$ cat src/hdl/free_list_id_allocator_macros.svh
// ----------------------------------------------------------------------------
// Free list ID allocator assertion macros
// Shared property wrappers for the allocator checks.
// ----------------------------------------------------------------------------
`ifndef FREE_LIST_ID_ALLOCATOR_MACROS_SVH
`define FREE_LIST_ID_ALLOCATOR_MACROS_SVH

// same-cycle implication
`define FLA_ASSERT_IMP(label, clk, rst, ante, cons) \
   label: assert property (@(posedge clk) disable iff (rst) (ante) |-> (cons)) \
      else $error("free list allocator check failed");

// next-cycle implication
`define FLA_ASSERT_NEXT(label, clk, rst, ante, cons) \
   label: assert property (@(posedge clk) disable iff (rst) (ante) |=> (cons)) \
      else $error("free list allocator check failed");

`endif

$ cat src/hdl/fla_pkg.sv
// ----------------------------------------------------------------------------
// Free list ID allocator package
// Widths, request and status codes, and shared types.
// ----------------------------------------------------------------------------
`default_nettype none

package fla_pkg;

   localparam int CAPACITY_DEF = 64;

   localparam int SIZE_W = 7;
   localparam int REQ_W  = 2;
   localparam int STAT_W = 2;
   localparam int ADDR_W = 2;
   localparam int DATA_W = 32;

   localparam logic [SIZE_W-1:0] INIT_SIZE_RST  = 7'd16;
   localparam logic [ADDR_W-1:0] ADDR_INIT_SIZE = 2'd0;

   localparam logic [REQ_W-1:0] REQ_ACQUIRE = 2'd0;
   localparam logic [REQ_W-1:0] REQ_RELEASE = 2'd1;
   localparam logic [REQ_W-1:0] REQ_SHRINK  = 2'd2;

   localparam logic [STAT_W-1:0] STAT_OK      = 2'd0;
   localparam logic [STAT_W-1:0] STAT_FULL    = 2'd1;
   localparam logic [STAT_W-1:0] STAT_BAD_REL = 2'd2;
   localparam logic [STAT_W-1:0] STAT_NOTHING = 2'd3;

   typedef struct packed {
      logic live;
      logic free;
   } flag_type;

   typedef struct packed {
      logic              init;
      logic [SIZE_W-1:0] size;
   } cfg_type;

endpackage

`default_nettype wire

$ cat src/hdl/free_list_id_allocator.sv
// ----------------------------------------------------------------------------
// Free list ID allocator
// Hands out, takes back and retires entry IDs from a LIFO free stack.
// ----------------------------------------------------------------------------
// The pool of IDs lives in two RAMs with registered reads: the free stack and a
// per-ID live/free flag table. Each request word yields exactly one response
// word. Acquire from a non-empty stack pops it (POP); release checks and pushes (REL).
// Acquire with an empty stack scans the flag RAM from ID 0 for the lowest
// unused ID, one read (SCAN) and one check (SCHK) per ID examined. Shrink
// retires N IDs, one stack read and one flag write per ID. Requests that change
// nothing (pool full, nothing to shrink, unused type) finish straight from idle.
// After reset and after every write of the initial pool size register the
// block rebuilds both RAMs, one entry per cycle over all CAPACITY entries;
// req_stall stays high during that sweep. A finished response waits in an output
// register, so the next request is taken while rsp_stall holds the last one.
// ----------------------------------------------------------------------------
`default_nettype none

`include "free_list_id_allocator_macros.svh"

module free_list_id_allocator #(
   parameter  int CAPACITY = fla_pkg::CAPACITY_DEF,
   localparam int ID_W     = $clog2(CAPACITY),
   localparam int CNT_W    = $clog2(CAPACITY + 1)
) (
   input  wire logic                         clock,
   input  wire logic                         reset,
   input  wire logic                         csr_psel,
   input  wire logic                         csr_penable,
   input  wire logic                         csr_pwrite,
   input  wire logic [fla_pkg::ADDR_W-1:0]   csr_paddr,
   input  wire logic [fla_pkg::DATA_W-1:0]   csr_pwdata,
   output logic      [fla_pkg::DATA_W-1:0]   csr_prdata,
   output logic                              csr_pready,
   input  wire logic                         req_valid,
   output logic                              req_stall,
   input  wire logic [fla_pkg::REQ_W-1:0]    req_type,
   input  wire logic [ID_W-1:0]              req_item_id,
   input  wire logic [fla_pkg::SIZE_W-1:0]   req_target_size,
   output logic                              rsp_valid,
   input  wire logic                         rsp_stall,
   output logic      [ID_W-1:0]              rsp_granted_id,
   output logic      [fla_pkg::STAT_W-1:0]   rsp_status,
   output logic      [CNT_W-1:0]             rsp_retired_count,
   output logic      [CNT_W-1:0]             rsp_free_count,
   output logic      [CNT_W-1:0]             rsp_live_count
);

   localparam logic [CNT_W-1:0] CAP_CNT = CNT_W'(CAPACITY);

   fla_pkg::cfg_type cfg;

   fla_csr u_csr (
      .clock       (clock),
      .reset       (reset),
      .csr_psel    (csr_psel),
      .csr_penable (csr_penable),
      .csr_pwrite  (csr_pwrite),
      .csr_paddr   (csr_paddr),
      .csr_pwdata  (csr_pwdata),
      .csr_prdata  (csr_prdata),
      .csr_pready  (csr_pready),
      .cfg         (cfg)
   );

   fla_ctrl #(
      .CAPACITY (CAPACITY)
   ) u_ctrl (
      .clock             (clock),
      .reset             (reset),
      .cfg               (cfg),
      .req_valid         (req_valid),
      .req_stall         (req_stall),
      .req_type          (req_type),
      .req_item_id       (req_item_id),
      .req_target_size   (req_target_size),
      .rsp_valid         (rsp_valid),
      .rsp_stall         (rsp_stall),
      .rsp_granted_id    (rsp_granted_id),
      .rsp_status        (rsp_status),
      .rsp_retired_count (rsp_retired_count),
      .rsp_free_count    (rsp_free_count),
      .rsp_live_count    (rsp_live_count)
   );

   `FLA_ASSERT_IMP(a_free_within_live, clock, reset, rsp_valid, rsp_free_count <= rsp_live_count)
   `FLA_ASSERT_IMP(a_full_exhausted, clock, reset, rsp_valid && rsp_status == fla_pkg::STAT_FULL, rsp_live_count == CAP_CNT && rsp_free_count == '0)
   `FLA_ASSERT_IMP(a_grant_only_ok, clock, reset, rsp_valid && rsp_granted_id != '0, rsp_status == fla_pkg::STAT_OK)
   `FLA_ASSERT_NEXT(a_write_blocks_req, clock, reset, csr_psel && csr_penable && csr_pwrite && csr_paddr == fla_pkg::ADDR_INIT_SIZE, req_stall)

endmodule

`default_nettype wire

$ cat src/hdl/fla_ram.sv
// ----------------------------------------------------------------------------
// Free list ID allocator RAM
// Single write port, single read port, registered read data.
// ----------------------------------------------------------------------------
`default_nettype none

module fla_ram #(
   parameter  int DEPTH = fla_pkg::CAPACITY_DEF,
   parameter  int WIDTH = 8,
   localparam int AW    = $clog2(DEPTH)
) (
   input  wire logic             clock,
   input  wire logic             wr_en,
   input  wire logic [AW-1:0]    wr_addr,
   input  wire logic [WIDTH-1:0] wr_data,
   input  wire logic [AW-1:0]    rd_addr,
   output logic      [WIDTH-1:0] rd_data
);

   logic [WIDTH-1:0] mem [DEPTH];

   always_ff @(posedge clock) begin
      if (wr_en) begin
         mem[wr_addr] <= wr_data;
      end
   end

   always_ff @(posedge clock) begin
      rd_data <= mem[rd_addr];
   end

endmodule

`default_nettype wire

$ cat src/hdl/fla_csr.sv
// ----------------------------------------------------------------------------
// Free list ID allocator register block
// Holds the initial pool size and flags a pool rebuild on each write of it.
// ----------------------------------------------------------------------------
`default_nettype none

module fla_csr (
   input  wire logic                            clock,
   input  wire logic                            reset,
   input  wire logic                            csr_psel,
   input  wire logic                            csr_penable,
   input  wire logic                            csr_pwrite,
   input  wire logic [fla_pkg::ADDR_W-1:0]      csr_paddr,
   input  wire logic [fla_pkg::DATA_W-1:0]      csr_pwdata,
   output logic      [fla_pkg::DATA_W-1:0]      csr_prdata,
   output logic                                 csr_pready,
   output fla_pkg::cfg_type                     cfg
);

   logic                       size_wr;
   logic [fla_pkg::SIZE_W-1:0] size_ff;
   logic [fla_pkg::SIZE_W-1:0] size_in;
   logic                       init_ff;
   logic                       init_in;

   assign csr_pready = 1'b1;
   assign size_wr    = csr_psel && csr_penable && csr_pwrite && csr_pready
                       && (csr_paddr == fla_pkg::ADDR_INIT_SIZE);
   assign size_in    = size_wr ? csr_pwdata[fla_pkg::SIZE_W-1:0] : size_ff;
   assign init_in    = size_wr;

   always_ff @(posedge clock) begin
      if (reset) begin
         size_ff <= fla_pkg::INIT_SIZE_RST;
         init_ff <= 1'b0;
      end else begin
         size_ff <= size_in;
         init_ff <= init_in;
      end
   end

   always_comb begin
      csr_prdata = '0;
      if (csr_paddr == fla_pkg::ADDR_INIT_SIZE) begin
         csr_prdata = fla_pkg::DATA_W'(size_ff);
      end
   end

   assign cfg.init = init_ff;
   assign cfg.size = size_ff;

endmodule

`default_nettype wire

$ cat src/hdl/fla_ctrl.sv
// ----------------------------------------------------------------------------
// Free list ID allocator control
// Sequences pops, pushes, scans and retirements over the stack and flag RAMs.
// ----------------------------------------------------------------------------
`default_nettype none

module fla_ctrl #(
   parameter  int CAPACITY = fla_pkg::CAPACITY_DEF,
   localparam int ID_W     = $clog2(CAPACITY),
   localparam int CNT_W    = $clog2(CAPACITY + 1)
) (
   input  wire logic                         clock,
   input  wire logic                         reset,
   input  wire fla_pkg::cfg_type             cfg,
   input  wire logic                         req_valid,
   output logic                              req_stall,
   input  wire logic [fla_pkg::REQ_W-1:0]    req_type,
   input  wire logic [ID_W-1:0]              req_item_id,
   input  wire logic [fla_pkg::SIZE_W-1:0]   req_target_size,
   output logic                              rsp_valid,
   input  wire logic                         rsp_stall,
   output logic      [ID_W-1:0]              rsp_granted_id,
   output logic      [fla_pkg::STAT_W-1:0]   rsp_status,
   output logic      [CNT_W-1:0]             rsp_retired_count,
   output logic      [CNT_W-1:0]             rsp_free_count,
   output logic      [CNT_W-1:0]             rsp_live_count
);

   localparam int CMP_W = (CNT_W > fla_pkg::SIZE_W) ? CNT_W : fla_pkg::SIZE_W;
   localparam logic [CNT_W-1:0] CAP_CNT = CNT_W'(CAPACITY);
   localparam logic [ID_W-1:0]  LAST_ID = ID_W'(CAPACITY - 1);
   localparam logic [CNT_W-1:0] ONE_CNT = CNT_W'(1);

   localparam logic [3:0] ST_INIT = 4'd0;
   localparam logic [3:0] ST_IDLE = 4'd1;
   localparam logic [3:0] ST_POP  = 4'd2;
   localparam logic [3:0] ST_SCAN = 4'd3;
   localparam logic [3:0] ST_SCHK = 4'd4;
   localparam logic [3:0] ST_REL  = 4'd5;
   localparam logic [3:0] ST_SHR  = 4'd6;
   localparam logic [3:0] ST_SHW  = 4'd7;
   localparam logic [3:0] ST_DONE = 4'd8;

   logic [3:0]                  state_ff,   state_in;
   logic [ID_W-1:0]             scan_ff,    scan_in;
   logic [CNT_W-1:0]            depth_ff,   depth_in;
   logic [CNT_W-1:0]            live_ff,    live_in;
   logic [ID_W-1:0]             id_ff,      id_in;
   logic                        id_ok_ff,   id_ok_in;
   logic [fla_pkg::SIZE_W-1:0]  target_ff,  target_in;
   logic [ID_W-1:0]             granted_ff, granted_in;
   logic [fla_pkg::STAT_W-1:0]  status_ff,  status_in;
   logic [CNT_W-1:0]            retired_ff, retired_in;

   logic                        rsp_valid_ff,   rsp_valid_in;
   logic [ID_W-1:0]             rsp_granted_ff, rsp_granted_in;
   logic [fla_pkg::STAT_W-1:0]  rsp_status_ff,  rsp_status_in;
   logic [CNT_W-1:0]            rsp_retired_ff, rsp_retired_in;
   logic [CNT_W-1:0]            rsp_free_ff,    rsp_free_in;
   logic [CNT_W-1:0]            rsp_live_ff,    rsp_live_in;

   logic                        fin;
   logic                        rsp_load;
   logic                        out_free;
   logic [CMP_W-1:0]            size_ext;
   logic [CNT_W-1:0]            init_n;

   logic                        stack_we;
   logic [ID_W-1:0]             stack_waddr;
   logic [ID_W-1:0]             stack_wdata;
   logic [ID_W-1:0]             stack_raddr;
   logic [ID_W-1:0]             stack_rdata;

   logic                        flag_we;
   logic [ID_W-1:0]             flag_waddr;
   fla_pkg::flag_type           flag_wdata;
   logic [ID_W-1:0]             flag_raddr;
   logic [$bits(fla_pkg::flag_type)-1:0] flag_rd_raw;
   fla_pkg::flag_type           flag_rd;

   fla_ram #(
      .DEPTH (CAPACITY),
      .WIDTH (ID_W)
   ) u_stack_ram (
      .clock   (clock),
      .wr_en   (stack_we),
      .wr_addr (stack_waddr),
      .wr_data (stack_wdata),
      .rd_addr (stack_raddr),
      .rd_data (stack_rdata)
   );

   fla_ram #(
      .DEPTH (CAPACITY),
      .WIDTH ($bits(fla_pkg::flag_type))
   ) u_flag_ram (
      .clock   (clock),
      .wr_en   (flag_we),
      .wr_addr (flag_waddr),
      .wr_data (flag_wdata),
      .rd_addr (flag_raddr),
      .rd_data (flag_rd_raw)
   );

   assign flag_rd   = fla_pkg::flag_type'(flag_rd_raw);
   assign out_free  = !rsp_valid_ff || !rsp_stall;
   assign req_stall = (state_ff != ST_IDLE) || cfg.init;
   assign size_ext  = CMP_W'(cfg.size);
   assign init_n    = (size_ext > CMP_W'(CAPACITY)) ? CAP_CNT : CNT_W'(size_ext);

   always_comb begin
      state_in    = state_ff;
      scan_in     = scan_ff;
      depth_in    = depth_ff;
      live_in     = live_ff;
      id_in       = id_ff;
      id_ok_in    = id_ok_ff;
      target_in   = target_ff;
      granted_in  = granted_ff;
      status_in   = status_ff;
      retired_in  = retired_ff;
      fin         = 1'b0;
      stack_we    = 1'b0;
      stack_waddr = ID_W'(depth_ff);
      stack_wdata = id_ff;
      stack_raddr = ID_W'(depth_ff - ONE_CNT);
      flag_we     = 1'b0;
      flag_waddr  = id_ff;
      flag_wdata  = '0;
      flag_raddr  = (state_ff == ST_IDLE) ? req_item_id : scan_ff;

      if (cfg.init) begin
         state_in = ST_INIT;
         scan_in  = '0;
      end else begin
         unique case (state_ff)
            ST_INIT: begin
               stack_we        = 1'b1;
               stack_waddr     = scan_ff;
               stack_wdata     = scan_ff;
               flag_we         = 1'b1;
               flag_waddr      = scan_ff;
               flag_wdata.live = CNT_W'(scan_ff) < init_n;
               flag_wdata.free = CNT_W'(scan_ff) < init_n;
               if (scan_ff == LAST_ID) begin
                  scan_in  = '0;
                  depth_in = init_n;
                  live_in  = init_n;
                  state_in = ST_IDLE;
               end else begin
                  scan_in = scan_ff + 1'b1;
               end
            end
            ST_IDLE: begin
               if (req_valid) begin
                  granted_in = '0;
                  status_in  = fla_pkg::STAT_OK;
                  retired_in = '0;
                  id_in      = req_item_id;
                  id_ok_in   = CNT_W'(req_item_id) < CAP_CNT;
                  target_in  = req_target_size;
                  unique case (req_type)
                     fla_pkg::REQ_ACQUIRE: begin
                        if (depth_ff != '0) begin
                           state_in = ST_POP;
                        end else if (live_ff < CAP_CNT) begin
                           scan_in  = '0;
                           state_in = ST_SCAN;
                        end else begin
                           status_in = fla_pkg::STAT_FULL;
                           fin       = 1'b1;
                        end
                     end
                     fla_pkg::REQ_RELEASE: begin
                        state_in = ST_REL;
                     end
                     fla_pkg::REQ_SHRINK: begin
                        if (CMP_W'(req_target_size) < CMP_W'(live_ff)) begin
                           if (depth_ff == '0) begin
                              status_in = fla_pkg::STAT_NOTHING;
                              fin       = 1'b1;
                           end else begin
                              state_in = ST_SHR;
                           end
                        end else begin
                           fin = 1'b1;
                        end
                     end
                     default: begin
                        fin = 1'b1;
                     end
                  endcase
               end
            end
            ST_POP: begin
               granted_in      = stack_rdata;
               depth_in        = depth_ff - ONE_CNT;
               flag_we         = 1'b1;
               flag_waddr      = stack_rdata;
               flag_wdata.live = 1'b1;
               flag_wdata.free = 1'b0;
               fin             = 1'b1;
            end
            ST_SCAN: begin
               state_in = ST_SCHK;
            end
            ST_SCHK: begin
               if (!flag_rd.live) begin
                  flag_we         = 1'b1;
                  flag_waddr      = scan_ff;
                  flag_wdata.live = 1'b1;
                  flag_wdata.free = 1'b0;
                  live_in         = live_ff + ONE_CNT;
                  granted_in      = scan_ff;
                  fin             = 1'b1;
               end else begin
                  scan_in  = scan_ff + 1'b1;
                  state_in = ST_SCAN;
               end
            end
            ST_REL: begin
               if (id_ok_ff && flag_rd.live && !flag_rd.free && (depth_ff < CAP_CNT)) begin
                  flag_we         = 1'b1;
                  flag_waddr      = id_ff;
                  flag_wdata.live = 1'b1;
                  flag_wdata.free = 1'b1;
                  stack_we        = 1'b1;
                  depth_in        = depth_ff + ONE_CNT;
               end else begin
                  status_in = fla_pkg::STAT_BAD_REL;
               end
               fin = 1'b1;
            end
            ST_SHR: begin
               state_in = ST_SHW;
            end
            ST_SHW: begin
               flag_we    = 1'b1;
               flag_waddr = stack_rdata;
               flag_wdata = '0;
               depth_in   = depth_ff - ONE_CNT;
               live_in    = live_ff - ONE_CNT;
               retired_in = retired_ff + ONE_CNT;
               if ((CMP_W'(live_in) > CMP_W'(target_ff)) && (depth_in != '0)) begin
                  state_in = ST_SHR;
               end else begin
                  fin = 1'b1;
               end
            end
            ST_DONE: begin
               fin = 1'b1;
            end
            default: begin
               state_in = ST_INIT;
               scan_in  = '0;
            end
         endcase
         if (fin) begin
            state_in = out_free ? ST_IDLE : ST_DONE;
         end
      end
   end

   assign rsp_load = fin && out_free && !cfg.init;

   always_comb begin
      rsp_valid_in   = rsp_valid_ff;
      rsp_granted_in = rsp_granted_ff;
      rsp_status_in  = rsp_status_ff;
      rsp_retired_in = rsp_retired_ff;
      rsp_free_in    = rsp_free_ff;
      rsp_live_in    = rsp_live_ff;
      if (rsp_load) begin
         rsp_valid_in   = 1'b1;
         rsp_granted_in = granted_in;
         rsp_status_in  = status_in;
         rsp_retired_in = retired_in;
         rsp_free_in    = depth_in;
         rsp_live_in    = live_in;
      end else if (!rsp_stall) begin
         rsp_valid_in = 1'b0;
      end
   end

   always_ff @(posedge clock) begin
      if (reset) begin
         state_ff     <= ST_INIT;
         scan_ff      <= '0;
         depth_ff     <= '0;
         live_ff      <= '0;
         rsp_valid_ff <= 1'b0;
      end else begin
         state_ff     <= state_in;
         scan_ff      <= scan_in;
         depth_ff     <= depth_in;
         live_ff      <= live_in;
         rsp_valid_ff <= rsp_valid_in;
      end
   end

   always_ff @(posedge clock) begin
      id_ff          <= id_in;
      id_ok_ff       <= id_ok_in;
      target_ff      <= target_in;
      granted_ff     <= granted_in;
      status_ff      <= status_in;
      retired_ff     <= retired_in;
      rsp_granted_ff <= rsp_granted_in;
      rsp_status_ff  <= rsp_status_in;
      rsp_retired_ff <= rsp_retired_in;
      rsp_free_ff    <= rsp_free_in;
      rsp_live_ff    <= rsp_live_in;
   end

   assign rsp_valid         = rsp_valid_ff;
   assign rsp_granted_id    = rsp_granted_ff;
   assign rsp_status        = rsp_status_ff;
   assign rsp_retired_count = rsp_retired_ff;
   assign rsp_free_count    = rsp_free_ff;
   assign rsp_live_count    = rsp_live_ff;

endmodule

`default_nettype wire
$ cat config.mk
export PLATFORM = sky130hd
export DESIGN_NAME = free_list_id_allocator
export DESIGN_NICKNAME = d
export VERILOG_FILES = /design/src/hdl/fla_pkg.sv /design/src/hdl/free_list_id_allocator.sv /design/src/hdl/fla_ram.sv /design/src/hdl/fla_csr.sv /design/src/hdl/fla_ctrl.sv
export VERILOG_INCLUDE_DIRS = /design/src /design/src/hdl
export SDC_FILE = /design/constraint.sdc
export NUM_CORES = 1
export LEC_CHECK = 0
export ABC_AREA = 0
export BUFFER_PORTS_ARGS = -buffer_cell sky130_fd_sc_hd__buf_2
export CAP_MARGIN = 20
export CORE_MARGIN = 2
export CORE_UTILIZATION = 58
export DETAILED_ROUTE_END_ITERATION = 16
export PLACE_DENSITY = 0.76
export SLEW_MARGIN = 10
export SYNTH_ARGS = -nofsm -noshare
export SYNTH_HDL_FRONTEND = slang
export SYNTH_SLANG_ARGS = --single-unit
$ cat constraint.sdc
create_clock -name clock -period 10.28 [get_ports clock]
set_input_delay 2.056 -clock clock [delete_from_list [all_inputs] [get_ports clock]]
set_output_delay 2.056 -clock clock [all_outputs]
set_load 0.01 [all_outputs]
==> results.md, run 1 <==
* Status: completed
* Fin. max-slew vios at 0
* Sw power at 0.00103 W
* Grt ovf at 0
* PortBufs at 68
* FF+latch count, synth at 610
* Final ANT Viol Nets at 0
* TritonCTS clock tree: done
* Dominant synthesized flop cell: edfxtp_1
* Mux share of post-synthesis cell area at 13.8%
* Fin nets at 1824
* TNS Setup at 0 ns
* Number of diodes at 0
* WHS at 0.461 ns
* LEAKAGE at 9.56 nW
* Clk pwr share at 42.3%
* Post-CTS Resized at 0
* Post-Place Worst Slack at 5.48 ns
* EDFF count, synth at 554
* Finished Core Util at 65.3%
* Slowest-stage cell, CP: nor2_1
* Syn-to-layout area delta at 10.5%
* RD Place Congestion at 0.907
* Commonest cells after routing, fill and taps aside: 554 x edfxtp_1, 185 x nor2_1, 120 x mux4_2
* Async S/R FF share, synth at 0%
* I/O pins at 120
* Hold_buf cts at 0
* Comb power frac at 3.2%
* RSZ-0062 raised after global routing: no
* Fmax at 207 MHz
* First-pass GRT wire length at 88400 um
* Worst-Skew Late Latency at 0.63 ns
* Core area at 44400 um2
* Vias in the first global route at 15000
* Skew final at 0.0273 ns
* Worst-path clk slew at 0.07 ns
* Largest net degree at the start of global routing at 75
* CP dominant cell by count: buf_2
* P_int at 0.00396 W
* PD cells at 172 nW/um2
* Final setup margin at 5.46 ns
* CP peak stage delay at 0.30 ns
* All-Layer GR Usage at 24.9%
* Main combinational cell family by area after synthesis: multiplexers
* Cells after Synth at 1677
* Synth warn at 0
* Net Sw Frac at 20.6%
* CP Capture Type: primary output
* Worst VDD drop at 0.158 mV
* Clk sink count at 610
* H-tree levels at 2
* Layout cells sized above 1 at 19.2%
* Vias post-DR at 15000
* Worst-path cell chain: buf_2 > nor2_1 > and2_1 > buf_2
* XOR/XNOR share of the synthesized area at 0.529%
* WL/cell at 24.2 um
* Worst slew pin tran at 1.06 ns
* Compound-Gate Fraction of Synth Area at 5.91%
* Number of cell rows at 77
* Area share of the largest cell type after synthesis at 63.4%
* Worst path bufs/invs at 2
* Initial antenna violation count at 0
* Vias/cell at 6.32
* Tcrit/Tclk final at 46.9%
* Crit path kind: input pin to primary output
* Worst-path maximum fanout at 8
* Mapped cell area at 26300 um2
* Synth Area in Simple Gates at 8.09%
* Post-CTS Setup Inserts at 0
* Critical path launch point type: input pin
* Post-route cell area at 29000 um2
* Clock Tree Buf Depth at 3
* 1st-iter DRT viols at 1660
* Dominant cells by area after synthesis: edfxtp_1 63%, mux4_2 10%, dfxtp_1 4.3%
* Setup-failing EPs final at 0
* Fill cells at 3015
* Register area share after synthesis at 67.6%
* WL final at 57400 um
* Number of CTS-inserted buffers at 58
* Drt drc at 0
* Sequential share of power at 54.5%
* Data required, critical path at 8.22 ns
* Hold Path Class: flip-flop to flip-flop
* Die W at 217 um
* Dpl hpwl at 34900 um
* Pre-antenna DRT Iters at 5
* Crit path time final at 4.82 ns
* Slew HR at 29.1%
* Crit path max-delay family: simple AND/OR/NAND/NOR gates
* Final hold vios at 0
* Root Driver: clkbuf_16
* DP Area at 27100 um2
* Mean area per synthesized cell at 15.7 um2
* Dominant cell type by area after synthesis: edfxtp_1
* Library cells used by synthesis at 81
* Commonest non-fill, non-tap cell in the layout: edfxtp_1
* Maxcap violations at 0
* Adder-Cell Fraction of Synth Area at 1.43%
* Die span in y at 217 um
* Die area at 47000 um2
* Critical Path AT at 2.77 ns
* Initial Utilization at 59.1%
worst paths after layout:
kind / start / slack, ns / depth (start not counted) / endpoint
setup reg to reg: u_ctrl.depth_ff[0]$_SDFF_PP0_ / 5.83 / 8 / u_ctrl.u_stack_ram.rd_data[4]$_DFF_P_
hold / removal: u_ctrl.status_ff[1]$_DFF_P_ / 0.46 / 2 / u_ctrl.status_ff[1]$_DFF_P_
setup / recovery: csr_paddr[1] / 5.46 / 4 / csr_prdata[4]
hold reg to reg: u_ctrl.status_ff[1]$_DFF_P_ / 0.46 / 2 / u_ctrl.status_ff[1]$_DFF_P_
Yosys cell counts (13+ instances only):
master,count
inv_1,28
nor2_1,185
edfxtp_1,554
dfxtp_1,56
mux4_2,120
and2_1,13
o21ai_0,58
nand3_1,26
nor2b_1,27
buf_4,27
mux2_2,23
buf_2,28
mux2i_1,56
nand2b_1,13
a21oi_1,31
a22oi_1,33
a31oi_1,15
clkbuf_1,47
nand2_1,90
ha_1,30
cell families after synthesis:
family | count (synthesis)
AOI/OAI and AO/OA | 230
xor gates and xnor gates | 15
adders and majority gates | 30
buffers and inverters | 138
DFF | 610
muxes | 208
other | 2
and+or+nand+nor | 444
power groups by stage:
| stage | clock, W | sequential, W | combinational (W) |
|---|---|---|---|
| floorplan | 0 | 0.00277 | 0.000110 |
| global placement | 0 | 0.00277 | 0.000152 |
| detailed placement | 0 | 0.00277 | 0.000158 |
| CTS | 0.00213 | 0.00272 | 0.000160 |
| global route | 0.00222 | 0.00272 | 0.000174 |
| finish | 0.00211 | 0.00272 | 0.000161 |
state kept, by name, summed over array words and instances, names as in the netlist, 4 cells and up:
signal,count
u_ctrl.scan_ff,6
u_ctrl.rsp_retired_count,7
u_ctrl.live_ff,7
u_csr.size_ff,7
u_ctrl.id_ff,6
u_ctrl.state_ff,4
u_ctrl.u_stack_ram.mem,384
u_ctrl.depth_ff,7
u_ctrl.u_flag_ram.mem,128
u_ctrl.rsp_live_count,7
u_ctrl.rsp_granted_id,6
u_ctrl.retired_ff,7
u_ctrl.u_stack_ram.rd_data,6
u_ctrl.target_ff,7
u_ctrl.rsp_free_count,7
u_ctrl.granted_ff,6
per-layer routing:
| metal | wire [um] | vias to the layer above | part of all wire (%) | GRT usage, % |
|---|---|---|---|---|
| met3 | 4140 | 118 | 7.2 | 3.55 |
| met1 | 23000 | 7581 | 40 | 34.0 |
| met4 | 1710 | 0 | 3.0 | 8.68 |
| met5 | 0 | - | 0 | 0 |
| li1 | - | 6619 | - | - |
| met2 | 28600 | 705 | 50 | 41.4 |
metrics by stage:
step / power, W / instances
finish: 0.00499 / 2376
CTS: 0.00501 / 2375
floorplan: 0.00288 / 1701
global placement: 0.00292 / 2268
global route: 0.00512 / 2376
detailed placement: 0.00293 / 2269
cell type report:
| class | count | area (um2) | share of cell area (%) |
|---|---|---|---|
| Clock buffer | 66 | 1510 | 5.21 |
| Inverter | 30 | 113 | 0.388 |
| Multi-Input combinational cell | 953 | 8040 | 27.7 |
| Tap cell | 592 | 741 | 2.55 |
| Timing Repair Buffer | 85 | 492 | 1.69 |
| Clock inverter | 40 | 358 | 1.23 |
| Sequential cell | 610 | 17800 | 61.2 |
worst reg2reg max path, cell delays in order, from the launching register on:
cell,delay [ns]
dfxtp_4,0.96
inv_1,0.31
ha_4,0.60
buf_4,0.87
mux4_2,0.51
mux4_2,0.52
mux2_2,0.30
nand2_1,0.07
o21ai_0,0.13
No activity file was read; power rests on OpenSTA's default activity.
==> run 2, diff against run 1 <==
ABC_AREA = 1   (was 0)
CORE_UTILIZATION = 56   (was 58)
clock period = 4.4 ns   (was 10.28 ns; I/O delays follow)
==> run 2 against run 1 <==
Effect of this change:
- final cell count is 35% higher
- largest cell class unchanged
- sequential power rose to 2.7 times the previous value
- design area rose by 2.6%
- die area is 6.0% higher
- sequential cell count stayed put
- critical path depth grew 5
- core utilization down 2.7 points
- largest power group unchanged
- clock skew barely moved
- register-to-register slack worse by 5.6 ns
- critical path type is now flip-flop to flip-flop
==> results.md, run 2 <==
* Commonest non-fill, non-tap cell in the layout: edfxtp_1
* Pre-antenna DRT Iters at 5
* Die W at 223 um
* Area share of the largest cell type after synthesis at 61.9%
* TritonCTS clock tree: done
* Final ANT Viol Nets at 0
* Hold depth at 1
* Layout cells sized above 1 at 9.95%
* CP peak stage delay at 0.67 ns
* Fmax at 242 MHz
* CP Capture Type: flip-flop
* Crit path time final at 4.13 ns
* Main combinational cell family by area after synthesis: simple AND/OR/NAND/NOR gates
* Status: completed
* Initial Utilization at 56.6%
* R2R depth at 9
* Async S/R FF share, synth at 0%
* Tcrit/Tclk final at 93.8%
* Grt ovf at 0
* 1st-iter DRT viols at 2209
* Clk sink count at 610
* Maxcap violations at 0
* Number of cell rows at 80
* Final hold vios at 0
* EDFF count, synth at 554
* I/O pins at 120
* XOR/XNOR share of the synthesized area at 0.130%
* Critical path launch point type: flip-flop
* Dpl hpwl at 41400 um
* Root Driver: clkbuf_16
* FF+latch count, synth at 610
* Register area share after synthesis at 66.0%
* Hold worst-path end: u_ctrl.target_ff[0]$_DFFE_PP_
* Clock Tree Buf Depth at 3
* Synth warn at 0
* Hold_buf cts at 0
* FF-to-FF setup slack at 0.27 ns
* Library cells used by synthesis at 51
* WL/cell at 20.5 um
* Hold Path Class: input pin to flip-flop
* Dominant cell type by area after synthesis: edfxtp_1
* PD cells at 628 nW/um2
* Compound-Gate Fraction of Synth Area at 11.4%
* Die span in y at 223 um
* Dominant synthesized flop cell: edfxtp_1
* Skew final at 0.0268 ns
* Slowest-stage cell, CP: nor2_1
* Crit path max-delay family: simple AND/OR/NAND/NOR gates
* Worst VDD drop at 0.665 mV
* Syn-to-layout area delta at 10.7%
* Worst path bufs/invs at 2
* Slew HR at 28.5%
* TNS Setup at 0 ns
* PortBufs at 68
* Vias post-DR at 19300
* Worst-path maximum fanout at 17
* Synth cell count leaders: 554 x edfxtp_1, 400 x nor2_1, 362 x nand2_1
* Vias/cell at 5.99
* Core area at 47500 um2
* Fin nets at 2640
* Setup-failing EPs final at 0
* Post-CTS Resized at 0
* Die area at 49800 um2
* Fin. max-slew vios at 0
* Synth Area in Simple Gates at 15.5%
* Cells after Synth at 2507
* WL final at 66000 um
* Regs by FF count: u_ctrl.u_stack_ram.mem: 384 flops, u_ctrl.u_flag_ram.mem: 128 flops
* Initial antenna violation count at 0
* Worst reg2reg endpoint: u_ctrl.u_stack_ram.mem[17][3]$_DFFE_PP_
* RD Place Congestion at 0.905
* Drt drc at 0
* All-Layer GR Usage at 26.3%
* Number of diodes at 0
* Mux share of post-synthesis cell area at 0%
* Most numerous cell in the Yosys netlist: edfxtp_1
* H-tree levels at 2
* Worst-path cell chain: nor2_1 > inv_2 > nor2_2 > inv_2 > nor2_4 > nand2_1 > o21ai_2 > nand3_1 > nor2_1
* Crit path kind: flip-flop to flip-flop
* Dominant cells by area after synthesis: edfxtp_1 62%, nor2_1 5.6%, nand2_1 5.1%
* Post-CTS Setup Inserts at 0
* Crit Reg-Reg Startpoint: u_ctrl.state_ff[0]$_SDFFE_PP0P_
* Number of CTS-inserted buffers at 59
* Final Power at 0.0187 W
* Worst-Skew Late Latency at 0.62 ns
* Vias in the first global route at 18800
* RSZ-0062 raised after global routing: no
* Most flops, register: u_ctrl.u_stack_ram.mem
* Mapped cell area at 26900 um2
* First-pass GRT wire length at 102000 um
* Hold Path Origin: req_target_size[0]
* Worst slew pin tran at 1.07 ns
* LEAKAGE at 10.8 nW
* Worst-path clk slew at 0.06 ns
* Adder-Cell Fraction of Synth Area at 1.40%
* Critical Path AT at 4.37 ns
* Data required, critical path at 4.64 ns
* Max reg flops at 384
* Commonest cells after routing, fill and taps aside: 554 x edfxtp_1, 399 x nor2_1, 359 x nand2_1
* Largest net degree at the start of global routing at 115
* Mean area per synthesized cell at 10.7 um2
## run 2: changes by cell type after synthesis, moves of 56 or more
cell | before | now
inv_1 | 28 | 188
mux2i_1 | 56 | 0
mux4_2 | 120 | 0
nand2_1 | 90 | 362
nand3_1 | 26 | 153
nor2_1 | 185 | 400
o21ai_0 | 58 | 263
o22ai_1 | 9 | 68
## run 2: logic make-up after synthesis
group | count (synthesis)
simple gates | 997
flops | 610
compound gates | 514
buf+inv | 350
fa+ha+maj | 30
xor+xnor | 4
other cells | 2
## run 2: power breakdown
group | internal, W | leakage (nW) | switching (W)
Sequential | 0.00713 | 5.50 | 0.000154
Combinational | 0.00165 | 4.35 | 0.00474
Clock | 0.00291 | 0.953 | 0.00212
Total | 0.0117 | 10.8 | 0.00701
## run 2: stage by stage
step / util (%) / area [um2] / hold slack, ns / setup slack, ns / cells
after CTS: 62.5 / 29700 / 0.427 / 0.382 / 3214
final: 62.6 / 29800 / 0.454 / 0.273 / 3217
after global routing: 62.6 / 29800 / 0.443 / 0.00929 / 3217
after floorplan: - / 27000 / 0.423 / 0.166 / 2531
after detailed placement: 58.4 / 27800 / 0.457 / 0.407 / 3105
after global placement: 58.4 / 27800 / 0.445 / 0.545 / 3105
## run 2: area by class of cell
| cell class | count | area (um2) |
|---|---|---|
| clock buffer | 76 | 1600 |
| timing repair buffer | 107 | 716 |
| multi-input combinational | 1571 | 7840 |
| clock inverter | 33 | 322 |
| tap | 615 | 769 |
| sequential | 610 | 17800 |
| fill | 3674 | 17800 |
| inverter | 205 | 772 |
## run 2: worst max-delay path by stage
| stage | from | slack [ns] | cells past startpoint | to |
|---|---|---|---|---|
| 2_1_floorplan | u_ctrl.state_ff[3]$_SDFFE_PP0P_ | 0.17 | 7 | u_ctrl.u_stack_ram.mem[0][2]$_DFFE_PP_ |
| 3_3_place_gp | u_ctrl.state_ff[0]$_SDFFE_PP0P_ | 0.55 | 9 | u_ctrl.u_stack_ram.mem[25][5]$_DFFE_PP_ |
| 3_5_place_dp | u_ctrl.state_ff[0]$_SDFFE_PP0P_ | 0.41 | 9 | u_ctrl.u_stack_ram.mem[17][1]$_DFFE_PP_ |
| 4_1_cts | u_ctrl.state_ff[0]$_SDFFE_PP0P_ | 0.38 | 9 | u_ctrl.u_stack_ram.mem[25][4]$_DFFE_PP_ |
| 5_1_grt | u_ctrl.state_ff[0]$_SDFFE_PP0P_ | 0.009 | 9 | u_ctrl.u_stack_ram.mem[17][2]$_DFFE_PP_ |
| 6_report | u_ctrl.state_ff[0]$_SDFFE_PP0P_ | 0.27 | 9 | u_ctrl.u_stack_ram.mem[17][3]$_DFFE_PP_ |
## run 2: per-layer routing
layer	share of wire [%]	track usage, %	routed length, um
met1	40	34.3	26400
met4	4.1	11.8	2710
met5	0	0	0
met3	8.4	4.27	5510
met2	48	43.7	31400
